File: config.mk
export PLATFORM = sky130hd
export DESIGN_NAME = delimited_decimal_field_extractor
export DESIGN_NICKNAME = d
export VERILOG_FILES = /design/src/sv/ddfe_pkg.sv /design/src/sv/ddfe_in_stage.sv /design/src/sv/ddfe_scan.sv /design/src/sv/ddfe_out_stage.sv /design/src/sv/delimited_decimal_field_extractor.sv
export SDC_FILE = /design/constraint.sdc
export NUM_CORES = 1
export LEC_CHECK = 0
export BUFFER_PORTS_ARGS = -buffer_cell sky130_fd_sc_hd__clkbuf_2
export CAP_MARGIN = 10
export CORE_MARGIN = 2
export CORE_UTILIZATION = 40
export CTS_CLUSTER_SIZE = 8
export DETAILED_ROUTE_END_ITERATION = 7
export GPL_ROUTABILITY_DRIVEN = 0
export PLACE_DENSITY = 0.6
export SYNTH_ARGS = -nofsm -noshare
export SYNTH_HDL_FRONTEND = slang
export SYNTH_SLANG_ARGS = --single-unit
File: constraint.sdc
create_clock -name clk -period 6.5 [get_ports clk]
set_clock_uncertainty 0.05 [all_clocks]
set_input_delay 0 -clock clk [delete_from_list [all_inputs] [get_ports clk]]
set_output_delay 0 -clock clk [all_outputs]
set_load 0.02 [all_outputs]
File: src/sv/ddfe_pkg.sv
// Shared types and constants for the delimited decimal field extractor.
`timescale 1ns / 1ps

package ddfe_pkg;

  localparam int unsigned BYTE_W   = 8;
  localparam int unsigned OUT_W    = 32;
  localparam int unsigned CFG_IDX_W = 2;

  typedef logic [BYTE_W-1:0]    byte_t;
  typedef logic [CFG_IDX_W-1:0] cfg_idx_t;

  // Configuration register indexes.
  localparam cfg_idx_t REG_DELIMITER = 2'd0;
  localparam cfg_idx_t REG_FIELD_NUM = 2'd1;

  // Reset values of the configuration registers.
  localparam byte_t DELIM_RESET     = 8'd95;
  localparam byte_t FIELD_NUM_RESET = 8'd2;

  // Character codes.
  localparam byte_t CH_NUL   = 8'h00;
  localparam byte_t CH_MINUS = 8'h2D;
  localparam byte_t CH_PLUS  = 8'h2B;
  localparam byte_t CH_ZERO  = 8'h30;
  localparam byte_t CH_NINE  = 8'h39;

  // Result request from the scanner to the output register.
  typedef struct packed {
    logic             emit;
    logic [OUT_W-1:0] value;
  } scan_res_t;

endpackage

File: src/sv/ddfe_in_stage.sv
// Input register for the text byte stream with its valid/ready handshake.
`timescale 1ns / 1ps

module ddfe_in_stage (
  input  logic           clk,
  input  logic           rst_n,
  input  logic           in_valid,
  output logic           in_ready,
  input  ddfe_pkg::byte_t in_byte,
  input  logic           advance,
  output logic           hold_valid,
  output ddfe_pkg::byte_t hold_byte
);

  logic            valid_r;
  logic            valid_nxt;
  ddfe_pkg::byte_t byte_r;

  // The register frees up in the same cycle its content moves on.
  assign in_ready   = !valid_r || advance;
  assign hold_valid = valid_r;
  assign hold_byte  = byte_r;

  always_comb begin
    valid_nxt = valid_r;
    if (in_ready) begin
      valid_nxt = in_valid;
    end
  end

  always_ff @(posedge clk) begin
    if (!rst_n) begin
      valid_r <= 1'b0;
    end else begin
      valid_r <= valid_nxt;
    end
  end

  always_ff @(posedge clk) begin
    if (in_valid && in_ready) begin
      byte_r <= in_byte;
    end
  end

endmodule

File: src/sv/ddfe_scan.sv
// Field scanner: configuration, delimiter count, sign and decimal accumulator.
`timescale 1ns / 1ps

module ddfe_scan #(
  parameter int unsigned VALUE_BITS = 32
) (
  input  logic                clk,
  input  logic                rst_n,
  input  logic                take,
  input  ddfe_pkg::byte_t     text_byte,
  input  logic                cfg_wr_en,
  input  ddfe_pkg::cfg_idx_t  cfg_index,
  input  ddfe_pkg::byte_t     cfg_wdata,
  output ddfe_pkg::scan_res_t res
);

  ddfe_pkg::byte_t delim_r, delim_nxt;
  ddfe_pkg::byte_t field_num_r, field_num_nxt;
  ddfe_pkg::byte_t delims_r, delims_nxt;
  logic            in_field_r, in_field_nxt;
  logic            sign_pend_r, sign_pend_nxt;
  logic            neg_r, neg_nxt;
  logic            given_r, given_nxt;
  logic [VALUE_BITS-1:0] acc_r, acc_nxt;

  logic [VALUE_BITS-1:0] acc_step;
  logic [VALUE_BITS-1:0] signed_v;
  logic [ddfe_pkg::OUT_W-1:0] out_v;
  logic is_digit;
  logic is_sign;

  assign is_digit = (text_byte >= ddfe_pkg::CH_ZERO) && (text_byte <= ddfe_pkg::CH_NINE);
  assign is_sign  = (text_byte == ddfe_pkg::CH_MINUS) || (text_byte == ddfe_pkg::CH_PLUS);

  // acc * 10 + digit; the digit is the low nibble of an ASCII digit.
  assign acc_step = (acc_r << 3) + (acc_r << 1)
                  + {{(VALUE_BITS-4){1'b0}}, text_byte[3:0]};

  assign signed_v = neg_r ? (~acc_r + {{(VALUE_BITS-1){1'b0}}, 1'b1}) : acc_r;

  // The value wraps at VALUE_BITS and is then zero-extended or cut to the port width.
  generate
    if (VALUE_BITS >= ddfe_pkg::OUT_W) begin : g_cut
      assign out_v = signed_v[ddfe_pkg::OUT_W-1:0];
    end else begin : g_ext
      assign out_v = {{(ddfe_pkg::OUT_W-VALUE_BITS){1'b0}}, signed_v};
    end
  endgenerate

  always_comb begin
    delim_nxt     = delim_r;
    field_num_nxt = field_num_r;
    delims_nxt    = delims_r;
    in_field_nxt  = in_field_r;
    sign_pend_nxt = sign_pend_r;
    neg_nxt       = neg_r;
    given_nxt     = given_r;
    acc_nxt       = acc_r;
    res.emit      = 1'b0;
    res.value     = out_v;

    if (cfg_wr_en) begin
      case (cfg_index)
        ddfe_pkg::REG_DELIMITER: begin
          delim_nxt = cfg_wdata;
        end
        ddfe_pkg::REG_FIELD_NUM: begin
          // A new field number restarts the scan as at a record start.
          field_num_nxt = cfg_wdata;
          delims_nxt    = cfg_wdata;
          in_field_nxt  = (cfg_wdata == '0);
          sign_pend_nxt = 1'b0;
          neg_nxt       = 1'b0;
          given_nxt     = 1'b0;
          acc_nxt       = '0;
        end
        default: begin
        end
      endcase
    end else if (take) begin
      if (text_byte == ddfe_pkg::CH_NUL) begin
        res.emit      = !given_r;
        delims_nxt    = field_num_r;
        in_field_nxt  = (field_num_r == '0);
        sign_pend_nxt = 1'b0;
        neg_nxt       = 1'b0;
        given_nxt     = 1'b0;
        acc_nxt       = '0;
      end else if (given_r) begin
        // Rest of the record is ignored.
      end else if (!in_field_r) begin
        if ((text_byte == delim_r) && (delims_r != '0)) begin
          delims_nxt = delims_r - 8'd1;
          if (delims_r == 8'd1) begin
            in_field_nxt = 1'b1;
          end
        end
      end else if (sign_pend_r) begin
        sign_pend_nxt = 1'b0;
        if (is_digit) begin
          acc_nxt = acc_step;
        end else begin
          res.emit  = 1'b1;
          given_nxt = 1'b1;
        end
      end else if (is_sign) begin
        neg_nxt       = (text_byte == ddfe_pkg::CH_MINUS);
        sign_pend_nxt = 1'b1;
      end else if (is_digit) begin
        acc_nxt = acc_step;
      end else begin
        res.emit  = 1'b1;
        given_nxt = 1'b1;
      end
    end
  end

  always_ff @(posedge clk) begin
    if (!rst_n) begin
      delim_r     <= ddfe_pkg::DELIM_RESET;
      field_num_r <= ddfe_pkg::FIELD_NUM_RESET;
      delims_r    <= ddfe_pkg::FIELD_NUM_RESET;
      in_field_r  <= 1'b0;
      sign_pend_r <= 1'b0;
      neg_r       <= 1'b0;
      given_r     <= 1'b0;
      acc_r       <= '0;
    end else begin
      delim_r     <= delim_nxt;
      field_num_r <= field_num_nxt;
      delims_r    <= delims_nxt;
      in_field_r  <= in_field_nxt;
      sign_pend_r <= sign_pend_nxt;
      neg_r       <= neg_nxt;
      given_r     <= given_nxt;
      acc_r       <= acc_nxt;
    end
  end

endmodule

File: src/sv/ddfe_out_stage.sv
// Result register holding one field value until the consumer takes it.
`timescale 1ns / 1ps

module ddfe_out_stage (
  input  logic                       clk,
  input  logic                       rst_n,
  input  ddfe_pkg::scan_res_t        res,
  output logic                       space,
  output logic                       out_valid,
  input  logic                       out_ready,
  output logic [ddfe_pkg::OUT_W-1:0] out_value
);

  logic                       valid_r, valid_nxt;
  logic [ddfe_pkg::OUT_W-1:0] value_r;

  assign space     = !valid_r || out_ready;
  assign out_valid = valid_r;
  assign out_value = value_r;

  always_comb begin
    valid_nxt = valid_r;
    if (res.emit) begin
      valid_nxt = 1'b1;
    end else if (out_ready) begin
      valid_nxt = 1'b0;
    end
  end

  always_ff @(posedge clk) begin
    if (!rst_n) begin
      valid_r <= 1'b0;
    end else begin
      valid_r <= valid_nxt;
    end
  end

  always_ff @(posedge clk) begin
    if (res.emit) begin
      value_r <= res.value;
    end
  end

endmodule

File: src/sv/delimited_decimal_field_extractor.sv
// Top level of the delimited decimal field extractor.
// Takes one text byte per cycle while in_ready is high and gives the signed decimal
// value of the selected field once per record: when the field ends on a non-digit,
// or at the zero byte that closes the record (zero if the field never came). An
// accepted byte sits in the input register; when it moves on, the scanner updates
// its state and loads the result register. With out_ready held high the block
// sustains one byte per cycle; a held result stalls the input only while the input
// register is full.
// Configuration writes take effect at once; write only while no byte is in flight.
`timescale 1ns / 1ps

module delimited_decimal_field_extractor #(
  parameter int unsigned VALUE_BITS = 32
) (
  input  logic                              clk,
  input  logic                              rst_n,
  input  logic                              in_valid,
  output logic                              in_ready,
  input  logic [7:0]                        in_text_byte,
  output logic                              out_valid,
  input  logic                              out_ready,
  output logic signed [31:0]                out_field_value,
  input  logic                              cfg_wr_en,
  input  logic [ddfe_pkg::CFG_IDX_W-1:0]    cfg_index,
  input  logic [7:0]                        cfg_wdata
);

  logic                 hold_valid;
  ddfe_pkg::byte_t      hold_byte;
  logic                 space;
  logic                 advance;
  ddfe_pkg::scan_res_t  res;
  logic [31:0]          out_value;

  assign advance = hold_valid && space;
  assign out_field_value = signed'(out_value);

  ddfe_in_stage u_in (
    .clk        (clk),
    .rst_n      (rst_n),
    .in_valid   (in_valid),
    .in_ready   (in_ready),
    .in_byte    (in_text_byte),
    .advance    (advance),
    .hold_valid (hold_valid),
    .hold_byte  (hold_byte)
  );

  ddfe_scan #(
    .VALUE_BITS (VALUE_BITS)
  ) u_scan (
    .clk       (clk),
    .rst_n     (rst_n),
    .take      (advance),
    .text_byte (hold_byte),
    .cfg_wr_en (cfg_wr_en),
    .cfg_index (cfg_index),
    .cfg_wdata (cfg_wdata),
    .res       (res)
  );

  ddfe_out_stage u_out (
    .clk       (clk),
    .rst_n     (rst_n),
    .res       (res),
    .space     (space),
    .out_valid (out_valid),
    .out_ready (out_ready),
    .out_value (out_value)
  );

endmodule

======== Word level (Yosys, flattened, before mapping) ========
Cells that the tools add are included.
storage, ports and cells
  register bits ........................... 102
  word-level logic and storage cells ...... 111
  input bits .............................. 23
operators by class
  bitwise logic cells ..................... 1
  reduce and logical (&&, ||, !) cells .... 28
  $add $sub $neg .......................... 4
  muxes and demuxes ....................... 54
  equal/unequal tests ..................... 10
  magnitude comparators ................... 2
operators by type and width
  cell                                                                count
  two-way mux 32 bit                                                  10
  two-way mux 8 bit                                                   7
  two-way mux 1 bit                                                   37
  adder 32 x 1 -> 32 bit (second input constant)                      1
  adder 32 bit                                                        1
  adder 32 x 4 -> 32 bit                                              1
  NOT 32 bit                                                          1
  zero test 8 bit                                                     3
  equality test 8 x 6 -> 1 bit (second input constant)                2
  AND reduction 5 bit                                                 2
  inequality test 3 bit (second input constant)                       3
  nonzero test 3 bit                                                  3
  equality test 8 x 1 -> 1 bit (second input constant)                1
  equality test 8 bit                                                 1
  greater-or-equal comparator 8 x 6 -> 1 bit (second input constant)  1
  less-or-equal comparator 8 x 6 -> 1 bit (second input constant)     1
  nonzero test 8 bit                                                  1
  subtractor 8 x 1 -> 8 bit (second input constant)                   1
  AND reduction 2 bit                                                 3
  AND reduction 6 bit                                                 1
  logical AND 1 bit                                                   4
  inequality test 4 x 3 -> 1 bit (second input constant)              1
  AND reduction 4 bit                                                 1
  nonzero test 2 bit                                                  2
  6 further kinds                                                     10

======== Logic depth before layout (Yosys ltp) ========
Gate-level depths: netlist of run 1.
  depth in word-level cells ............... 11
  depth in mapped cells ................... 12
  gate-level depth less buffers ........... 12

======== Cells and area by module ========
From an unflattened synthesis of run 1, not the netlist that was laid out.
unflattened totals
  cell total of the unflattened synthesis .. 735
  area total of the unflattened synthesis .. 6636.4 um2
by module, submodules not included
  module                             cells an instance  area each (um2)  times used
  ddfe_scan                          685                5322.6           1
  ddfe_out_stage                     36                 1009.7           1
  ddfe_in_stage                      13                 297.8            1
  delimited_decimal_field_extractor  1                  6.3              1

======== Worst setup path before layout of run 1 ========
Ideal clock, no wire load.
  path type ............................... register -> register
  start point ............................. register u_in.byte_r[3], in the netlist u_in.hold_byte[3]
  end point ............................... register u_out.value_r (netlist bit u_out.out_value[0]), enable pin
  arrival ................................. 3583 ps
  cell stages (with the launch flop) ...... 5
  buffers on the path ..................... 1
  required time ........................... 5977 ps
  path slack .............................. 2394 ps
  cell sequence ........................... edfxtp_1 > nor4_1 > nand3_1 > clkbuf_1 > a211oi_1
RTL lines
  item                    line                  RTL
  from (decl)             ddfe_in_stage.sv:17   ddfe_pkg::byte_t byte_r;
  from (signal assigned)  ddfe_in_stage.sv:41   byte_r <= in_byte;
  to (signal assigned)    ddfe_out_stage.sv:40  value_r <= res.value;
  to (decl)               ddfe_out_stage.sv:15  logic [ddfe_pkg::OUT_W-1:0] value_r;

======== Final worst setup path of run 1 ========
  start point ............................. register u_in.byte_r[3], in the netlist u_in.hold_byte[3]
  end point ............................... register u_scan.acc_r[26]
between the ends
  word-level cells in the longest chain between the ends .. 10
  elaborated cells on any way between the ends .. 20
  those cells by class .................... add/sub (1); order compare (2); eq/ne (4); mux (8); reduce/logical (5)
RTL lines
  item                                                             line              RTL
  branches (longest 10 deep; another with adder 32 x 4 -> 32 bit)  n/a
  to (signal assigned)                                             ddfe_scan.sv:136  acc_r <= acc_nxt;
  to (decl)                                                        ddfe_scan.sv:24   logic [VALUE_BITS-1:0] acc_r, acc_nxt;
Parallel ways; which one is timed is not known. The select of a mux whose other input is x is not followed.
A chain may end at the register's enable or synchronous reset.

==> results.yml, run 1 <==
outcome:
  outcome: "finished clean"
detailed_routing:
  antenna_left: 0
  vias_per_cell: 5.43
  wire_per_inst_um: 15.5
  wl_um: 15000
  firstDrtPassIters: 5
  drt-initial-drc-count: 280
  vias: 5284
  drc_errors: 0
final_layout:
  layout_commonest_cell: "nand2_1"
  area.growth.synth_to_final_pct: 15.7
  drive_gt1_share_pct: 11.9
  regArea_um2: 2440
  design_area_um2: 7380
  design.final.nets: 840
  multiInputGateArea_um2: 3800
  fill_cells: 1480
  final_cell_mix: "72 x nand2_1, 62 x ha_1, 62 x dfxtp_1"
  diodes: 0
timing:
  report.final.slew_viol_count: 0
  worst_pin_slew_ns: 1.15
  setup_ws_ns: 2.90
  period_share_pct: 55.4
  finalHoldViolCount: 0
  whs_ns: 0.245
  maxSlewHeadroom_pct: 23.1
  finalSetupViolCount: 0
  clock.fmax_ghz: 0.277
  period_needed_ns: 3.60
  rsz0062_at_grt: "false"
  fin_tns_setup_ns: 0
global_route:
  antenna_found_initial: 0
  grt.total_usage_pct: 18.5
  grt_first_pass_wirelength_um: 24900
  grt_max_degree: 35
  overflow: 0
  grt_pass1_vias: 5095
pwr:
  finalPower_mw: 1.30
  cellPowerDensity_nw_per_um2: 176
  power_leakage_nw: 3.33
  ir_drop_uv: 115
floorplan:
  io_pins: 57
  dieWidth_um: 130
  coreArea_um2: 15700
  rows: 46
  dieArea_um2: 17000
  fp.dieH_um: 130
  initial_core_util_pct: 40.6
yosys:
  syn_nets: 775
  syn_inst: 688
  synth_mux_area_share_pct: 1.41
  ys_seq_area_share_pct: 38.3
  synth_cell_type_count: 54
  syn_area_um2: 6380
  synthAdderAreaFrac_pct: 12.8
  yosys.area_share.simple_pct: 17.1
  synth_xor_area_share_pct: 10.2
  synth.avg_cell_area_um2: 9.27
  synthArstFlopShare_pct: 0
  yosysWarnings: 0
  synth_compound_area_share_pct: 17.9
  ys.flop_type: "dfxtp_1"
  synth_edf_count: 40
  synth-seq-cells: 102
  synth_top_family_by_area: "compound AO/OA/AOI/OAI gates"
critical_path:
  crit_slowest_cell: "fa_1"
  worstReg2RegStart: "u_in.hold_byte[3]"
  startpoint_type: "flip-flop"
  crit_fanout: 5
  crit_arrival_ns: 3.77
  criticalPathCategory: "reg -> reg"
  crit_start: "u_in.hold_byte[3]"
  crit_chain: "inv_1 -> fa_1 -> inv_1 -> fa_1 -> a21o_1 -> a311oi_1 -> nor3_1 -> nor3b_1 -> o21ba_2 -> o21ai_0 -> xnor2_1 -> o21ai_0"
  worstPathRequired_ns: 6.66
  max_stage_delay_ns: 0.54
  worstSetupEndpointType: "flip-flop"
clock_tree:
  post_cts_buffers: 0
  clk_pin_slew_ns: 0.07
  insertion_delay_ns: 0.35
  cts_buffer_depth: 2
  htreeDepth: 3
  cts_tree: "built"
  cts_root_buffer: "clkbuf_16"
  numCtsBuffers: 9
  cts.sinks: 102
place:
  io_buffers: 56
  place_ws_ns: 2.92
  placed_area_um2: 6860
  dp_hpwl_um: 10900
min_path:
  min_path_type: "in -> reg"
  hp-start: "cfg_wr_en"
flow_run:
  max-cap-violations: 0
[where the power goes]
group / internal [mW] / switching (mW)
combinational: 0.0392 / 0.0481
sequential: 0.672 / 0.0135
clock: 0.296 / 0.232
[routing by layer]
layer | vias to the layer above | track usage, % | share of wire (%)
li1 | 2641 | - | -
met1 | 2496 | 24.0 | 48
met2 | 130 | 31.3 | 47
met3 | 17 | 3.90 | 4.3
met4 | 0 | 5.25 | 1.2
met5 | - | 0 | 0
[repair_timing]
item / in CTS / in global routing
hold buffers: 24 / 0
hold endpoints to repair: 31 / 0
endpoints found under the setup margin: 0 / 0
gates resized for setup: 0 / 0
[cells in the mapped netlist, types with 11 or more instances]
library cell | n | share of area, %
nand3_1 | 18 | 1.4
xor2_1 | 15 | 2.1
edfxtp_1 | 40 | 19
clkbuf_1 | 28 | 1.6
nor3_1 | 11 | 0.86
o21ai_0 | 50 | 3.9
dfxtp_1 | 62 | 19
xnor2_1 | 59 | 8.1
ha_1 | 62 | 12
a21oi_1 | 40 | 3.1
a211oi_1 | 15 | 1.8
o31ai_1 | 11 | 1.3
a22oi_1 | 13 | 1.5
nand2_1 | 72 | 4.2
nor2b_1 | 13 | 1.3
a21o_1 | 16 | 1.9
nor2_1 | 52 | 3.1
[metrics by stage]
step                      std cells  util [%]
after CTS                       973      47.0
after global placement          934      43.7
after global routing            973      47.0
after detailed placement        934      43.7
final                           973      47.0
after floorplan                 688         -
[final timing paths]
check,to,depth (start not counted),slack [ns]
worst max-delay path,u_scan.acc_r[26],12,2.90
worst min-delay path,u_scan.field_num_r[0],3,0.24
worst max register to register,u_scan.acc_r[26],12,2.90
worst min register to register,u_scan.acc_r[31],2,0.42
[state kept, by name, indices dropped and copies added (netlist names)]
register	count
u_scan.field_num_r	8
u_in.hold_valid	1
u_scan.neg_r	1
u_scan.sign_pend_r	1
u_scan.in_field_r	1
u_scan.delims_r	8
u_out.out_valid	1
u_out.out_value	32
u_scan.delim_r	8
u_scan.given_r	1
u_scan.acc_r	32
u_in.hold_byte	8
[cell type report]
class | count | share of cell area [%]
Clock inverter | 4 | 0.661
Multi-Input combinational cell | 546 | 51.5
Timing Repair Buffer | 83 | 7.35
Tap cell | 216 | 3.66
Inverter | 11 | 0.559
Clock buffer | 11 | 3.15
Sequential cell | 102 | 33.1
[kinds of logic (layout without fill, tap and decap cells)]
group / Yosys count / after routing
compound gates: 178 / 178
xor+xnor: 74 / 74
fa+ha+maj: 64 / 64
buf+inv: 40 / 109
flops: 102 / 102
mux: 9 / 9
simple gates: 221 / 221
[worst max-delay path: cells and delay by family, from the launching register on]
| kind | cells | cell delay (ns) |
|---|---|---|
| AO/OA/AOI/OAI | 5 | 1.04 |
| buffers and inverters | 2 | 0.17 |
| flip-flops | 1 | 0.45 |
| AND/OR/NAND/NOR | 2 | 0.62 |
| adder cells (fa/ha/maj) | 2 | 1.00 |
| XOR/XNOR | 1 | 0.14 |
Note: power is estimated with default switching activity, not from simulation.
==> inputs of run 2 (changes only) <==
==> constraint.sdc (replaced) <==
create_clock -name clk -period 3.6 [get_ports clk]
set_clock_uncertainty 0.05 [all_clocks]
set_input_delay 0 -clock clk [delete_from_list [all_inputs] [get_ports clk]]
set_output_delay 0 -clock clk [all_outputs]
set_load 0.02 [all_outputs]
==> run 2 against run 1 <==
First-iteration DRC count up 19%; global-route usage is 0.32 points lower; die area unchanged; power increased by 89%; count of clock-buffer cells in the layout is 2 higher; clock power increased by 100%; core utilization is 0.51 points higher; flip-flop and latch count did not move; sequential power rose by 81%; worst setup slack got worse by 2.6 ns; cell count grew 0.62%; sequential share of layout area fell by 0.35 points; critical path type unchanged; largest power group unchanged.
==> results.yml, run 2 (synthesis results as in run 1) <==
timing:
  finalHoldViolCount: 0
  finalSetupViolCount: 0
  worst_pin_slew_ns: 1.08
  maxSlewHeadroom_pct: 27.8
  period_share_pct: 92.0
  fin_tns_setup_ns: 0
  rsz0062_at_grt: "false"
  clock.fmax_ghz: 0.302
  period_needed_ns: 3.31
  report.final.slew_viol_count: 0
clock_tree:
  clk_pin_slew_ns: 0.07
  cts_root_buffer: "clkbuf_16"
  numCtsBuffers: 9
  cts_buffer_depth: 2
  htreeDepth: 3
  insertion_delay_ns: 0.36
  post_cts_buffers: 0
  cts.sinks: 102
  cts_tree: "built"
outcome:
  outcome: "finished clean"
floorplan:
  rows: 46
  fp.dieH_um: 130
  initial_core_util_pct: 40.6
  dieWidth_um: 130
  coreArea_um2: 15700
  io_pins: 57
  dieArea_um2: 17000
critical_path:
  worstSetupEndpointType: "flip-flop"
  criticalPathCategory: "reg -> reg"
  crit_fanout: 5
  worstPathRequired_ns: 3.77
  crit_arrival_ns: 3.48
  startpoint_type: "flip-flop"
global_route:
  grt.total_usage_pct: 18.2
  grt_max_degree: 34
  overflow: 0
  grt_first_pass_wirelength_um: 24700
  antenna_found_initial: 0
  grt_pass1_vias: 5108
min_path:
  min_path_type: "in -> reg"
final_layout:
  diodes: 0
  final_util_pct: 47.5
  final_cell_mix: "72 x nand2_1, 62 x ha_1, 62 x dfxtp_1"
  regArea_um2: 2440
  area.growth.synth_to_final_pct: 17.0
  drive_gt1_share_pct: 12.3
  multiInputGateArea_um2: 3810
  fill_cells: 1505
  design.final.nets: 845
  fin_cells: 979
  layout_commonest_cell: "nand2_1"
pwr:
  finalPower_mw: 2.45
  cellPowerDensity_nw_per_um2: 329
  power_leakage_nw: 3.37
  ir_drop_uv: 200
place:
  placed_cells: 938
  io_buffers: 56
  dp_hpwl_um: 10600
flow_run:
  max-cap-violations: 0
detailed_routing:
  vias: 5297
  drt-initial-drc-count: 334
  antenna_left: 0
  met2_length_um: 6950
  drc_errors: 0
  firstDrtPassIters: 5
  wire_per_inst_um: 15.1
  wl_um: 14800
  met1_length_um: 6950
  wl_met3_um: 530
  highest_layer: "met4"
  vias_per_cell: 5.41
run 2: cell count changes in the layout (fill, tap and decap cells not counted), sizes merged:
| cell | previous run | this run |
|---|---|---|
| bufinv | 1 | 2 |
| clkinv | 4 | 2 |
| clkbuf | 67 | 69 |
| buf | 3 | 7 |
| dlygate4sd3 | 24 | 25 |
run 2: report_power, final:
| part | switching, mW | leakage (nW) | internal [mW] | total (mW) |
|---|---|---|---|---|
| Sequential | 0.0230 | 0.952 | 1.21 | 1.24 |
| Combinational | 0.0840 | 2.26 | 0.0723 | 0.156 |
| Clock | 0.431 | 0.154 | 0.631 | 1.06 |
| Total | 0.538 | 3.37 | 1.92 | 2.45 |
run 2: worst paths after layout:
path | startpoint | to | slack (ns) | cells after the start
max reg2reg | u_in.hold_byte[3] | u_scan.acc_r[24] | 0.29 | 12
min | cfg_wr_en | u_scan.field_num_r[0] | 0.27 | 3
max | u_in.hold_byte[3] | u_scan.acc_r[24] | 0.29 | 12
min reg2reg | u_scan.acc_r[31] | u_scan.acc_r[31] | 0.43 | 2
run 2: through the flow:
step / setup slack, ns / hold WS, ns / area, µm²
final: 0.288 / 0.270 / 7460
after floorplan: 0.455 / 0.0489 / 6390
after detailed placement: 0.205 / 0.130 / 6890
after global routing: 0.0408 / 0.318 / 7460
after global placement: 0.312 / 0.131 / 6890
after CTS: 0.183 / 0.251 / 7460
run 2: repair_timing:
action                     in CTS  in global routing
setup endpoints to repair       0                  1
hold endpoints to repair       33                  0
gates resized for setup         0                  1
hold buffers                   25                  0
run 2: worst max-delay path: stages, from the launching register on:
cell	delay, ns
edfxtp_1	0.44
inv_1	0.09
fa_1	0.53
inv_1	0.07
fa_1	0.46
a21o_1	0.22
a311oi_2	0.30
nor3_1	0.12
o2111ai_1	0.25
a211oi_1	0.14
nor4_1	0.25
xor2_1	0.17
o21ai_0	0.08
run 2: area by class of cell:
class,count,area share [%]
inverter,11,0.553
timing repair buffer,88,7.81
tap,216,3.62
clock buffer,13,3.35
multi-input combinational,546,51.0
clock inverter,3,0.922
sequential,102,32.7
run 2: metal layers:
| metal | vias to the layer above | track usage [%] |
|---|---|---|
| met5 | - | 0 |
| met4 | 0 | 6.83 |
| met3 | 26 | 3.16 |
| met2 | 98 | 29.7 |
| met1 | 2506 | 24.2 |
| li1 | 2667 | - |
==> inputs of run 3 (changes only) <==
--- a/config.mk
+++ b/config.mk
@@ -15,4 +15,5 @@
 export PLACE_DENSITY = 0.6
 export SYNTH_ARGS = -nofsm -noshare
 export SYNTH_HDL_FRONTEND = slang
+export SYNTH_HIERARCHICAL = 1
 export SYNTH_SLANG_ARGS = --single-unit
==> run 3 against run 2 <==
Sequential power about the same; fmax down 1.5%; clock power fell by 9.6%; sequential share of layout area is 0.47 points lower; via count grew 3.9%.
==> results.yml, run 3 <==
final_layout:
  final_util_pct: 46.1
  layout_commonest_cell: "nand2_1"
  area.growth.synth_to_final_pct: 14.1
  drive_gt1_share_pct: 12.6
  regArea_um2: 2440
  fin_cells: 1013
  diodes: 0
  fill_cells: 1570
  final_cell_mix: "95 x nand2_1, 62 x dfxtp_1, 62 x ha_1"
  multiInputGateArea_um2: 3990
  design.final.nets: 875
floorplan:
  dieArea_um2: 17600
  coreArea_um2: 16400
  initial_core_util_pct: 40.4
  fp.dieH_um: 133
  rows: 47
  dieWidth_um: 133
  io_pins: 57
global_route:
  grt.busiest_layer: "met2"
  overflow: 0
  grt.total_usage_pct: 17.2
  antenna_found_initial: 0
  grt_first_pass_wirelength_um: 25300
  grt_pass1_vias: 5193
  use_met2_pct: 27.8
  met1_usage_pct: 23.7
  grt_max_degree: 47
  grt_use_met3_pct: 3.30
pwr:
  cellPowerDensity_nw_per_um2: 310
  p_comb_share_pct: 6.7
  p_int_mw: 1.77
  clock_power_share_pct: 40.8
  p_seq_share_pct: 52.5
  p_switching_uw: 578
  power_leakage_nw: 3.03
  ir_drop_uv: 305
  switching_share_pct: 24.6
  finalPower_mw: 2.35
outcome:
  outcome: "finished clean"
yosys:
  yosysWarnings: 6
  synth_top_area_cell: "dfxtp_1"
  synth_edf_count: 40
  syn_inst: 735
  synthArstFlopShare_pct: 0
  netlist_top_cells_count: "95 x nand2_1, 62 x dfxtp_1, 62 x ha_1, 55 x xnor2_1, 48 x o21ai_0"
  synth.avg_cell_area_um2: 9.03
  synth_top_area_share_pct: 18.7
  synth_cell_type_count: 65
  synth-seq-cells: 102
  yosysMostFrequentCell: "nand2_1"
  ys.flop_type: "dfxtp_1"
  synth_area_leaders: "dfxtp_1 19%, edfxtp_1 18%, ha_1 12%"
  ys_seq_area_share_pct: 36.8
  syn_area_um2: 6640
  syn_nets: 822
place:
  placed_cells: 979
  place_ws_ns: 0.239
  dp_hpwl_um: 11000
  io_buffers: 56
clock_tree:
  cts_tree: "built"
  cts.sinks: 102
  htreeDepth: 3
  numCtsBuffers: 9
  post_cts_buffers: 0
  clk_pin_slew_ns: 0.08
  cts_buffer_depth: 2
  insertion_delay_ns: 0.35
  cts_root_buffer: "clkbuf_16"
critical_path:
  worstPathRequired_ns: 3.81
  startpoint_type: "flip-flop"
  crit_chain: "inv_1 -> fa_1 -> inv_1 -> fa_1 -> a21o_1 -> a221o_1 -> o21ai_0 -> a2111oi_1 -> o211ai_1 -> a41oi_1 -> o31ai_1"
  crit_fanout: 6
  crit_slowest_cell: "fa_1"
  crit_start: "u_scan/acc_r[0]"
  worstSetupEndpointType: "flip-flop"
  criticalPathCategory: "reg -> reg"
  crit_arrival_ns: 3.58
  worstReg2RegStart: "u_scan/acc_r[0]"
  max_stage_delay_ns: 0.54
  crit_buf_inv: 2
  cpLargestDelayFamily: "compound AO/OA/AOI/OAI gates"
timing:
  period_needed_ns: 3.36
  setup_ws_ns: 0.239
  maxSlewHeadroom_pct: 21.5
  fin_tns_setup_ns: 0
  rsz0062_at_grt: "false"
  finalHoldViolCount: 0
  report.final.slew_viol_count: 0
  worst_pin_slew_ns: 1.18
  clock.fmax_ghz: 0.298
  period_share_pct: 93.4
  finalSetupViolCount: 0
min_path:
  min_path_type: "in -> reg"
  hp-start: "cfg_index[1]"
detailed_routing:
  firstDrtPassIters: 5
  wl_um: 14800
  antenna_left: 0
  wire_per_inst_um: 14.6
  vias: 5502
  drt-initial-drc-count: 291
  drc_errors: 0
  vias_per_cell: 5.43
flow_run:
  max-cap-violations: 0
==> run 3: repair_timing <==
| action | CTS | global route |
|---|---|---|
| gates resized for setup | 0 | 1 |
| endpoints found under the hold margin | 28 | 0 |
| endpoints found under the setup margin | 0 | 3 |
| hold buffers | 18 | 0 |
==> run 3: per-stage QoR <==
stage	area (µm²)	hold WS [ns]
final	7570	0.00973
after global routing	7570	0.0338
after CTS	7570	0.00286
after detailed placement	7100	0.129
after global placement	7100	0.129
after floorplan	6640	0.0489
==> run 3: power groups by stage <==
stage                     Combinational, mW  Sequential [mW]  Clock [mW]
after floorplan                       0.102             1.25           0
after global placement                0.139             1.26           0
after detailed placement              0.142             1.26           0
after CTS                             0.158             1.23       0.986
after global routing                  0.176             1.24        1.03
final                                 0.157             1.23       0.958
==> run 3: cell type report <==
cell class	count	share of cell area [%]
Clock buffer	9	2.97
Clock inverter	7	0.859
Inverter	19	0.942
Multi-Input combinational cell	576	52.7
Sequential cell	102	32.3
Tap cell	220	3.64
Timing Repair Buffer	80	6.68
==> run 3: final timing paths <==
kind | cells after the start | slack [ns] | to
worst max-delay path | 11 | 0.24 | u_scan/acc_r[30]
worst min-delay path | 4 | 0.01 | u_scan/delim_r[7]
worst max register to register | 11 | 0.24 | u_scan/acc_r[30]
worst min register to register | 2 | 0.43 | u_scan/acc_r[31]
==> run 3: tightest hold or removal path: stages <==
cell and delay (ns):
clkbuf_2 0.10, nor3b_1 0.11, nand2_1 0.09, a21boi_0 0.06
==> run 3: per-layer routing <==
metal,up-vias,share of wire (%),routed length [µm]
li1,2789,-,-
met1,2553,48,7050
met2,140,45,6710
met3,20,5.0,745
met4,0,1.8,260
met5,-,0,0
==> run 3: kinds of logic (layout without fill, tap and decap cells) <==
family,count (synthesis),count (layout),share of synthesized area (%)
xor gates and xnor gates,68,68,8.97
DFF,102,102,36.8
and+or+nand+nor,248,248,19.1
muxes,3,3,0.471
adders and majority gates,64,64,12.3
buffers and inverters,57,115,3.32
AOI/OAI and AO/OA,193,193,19.1
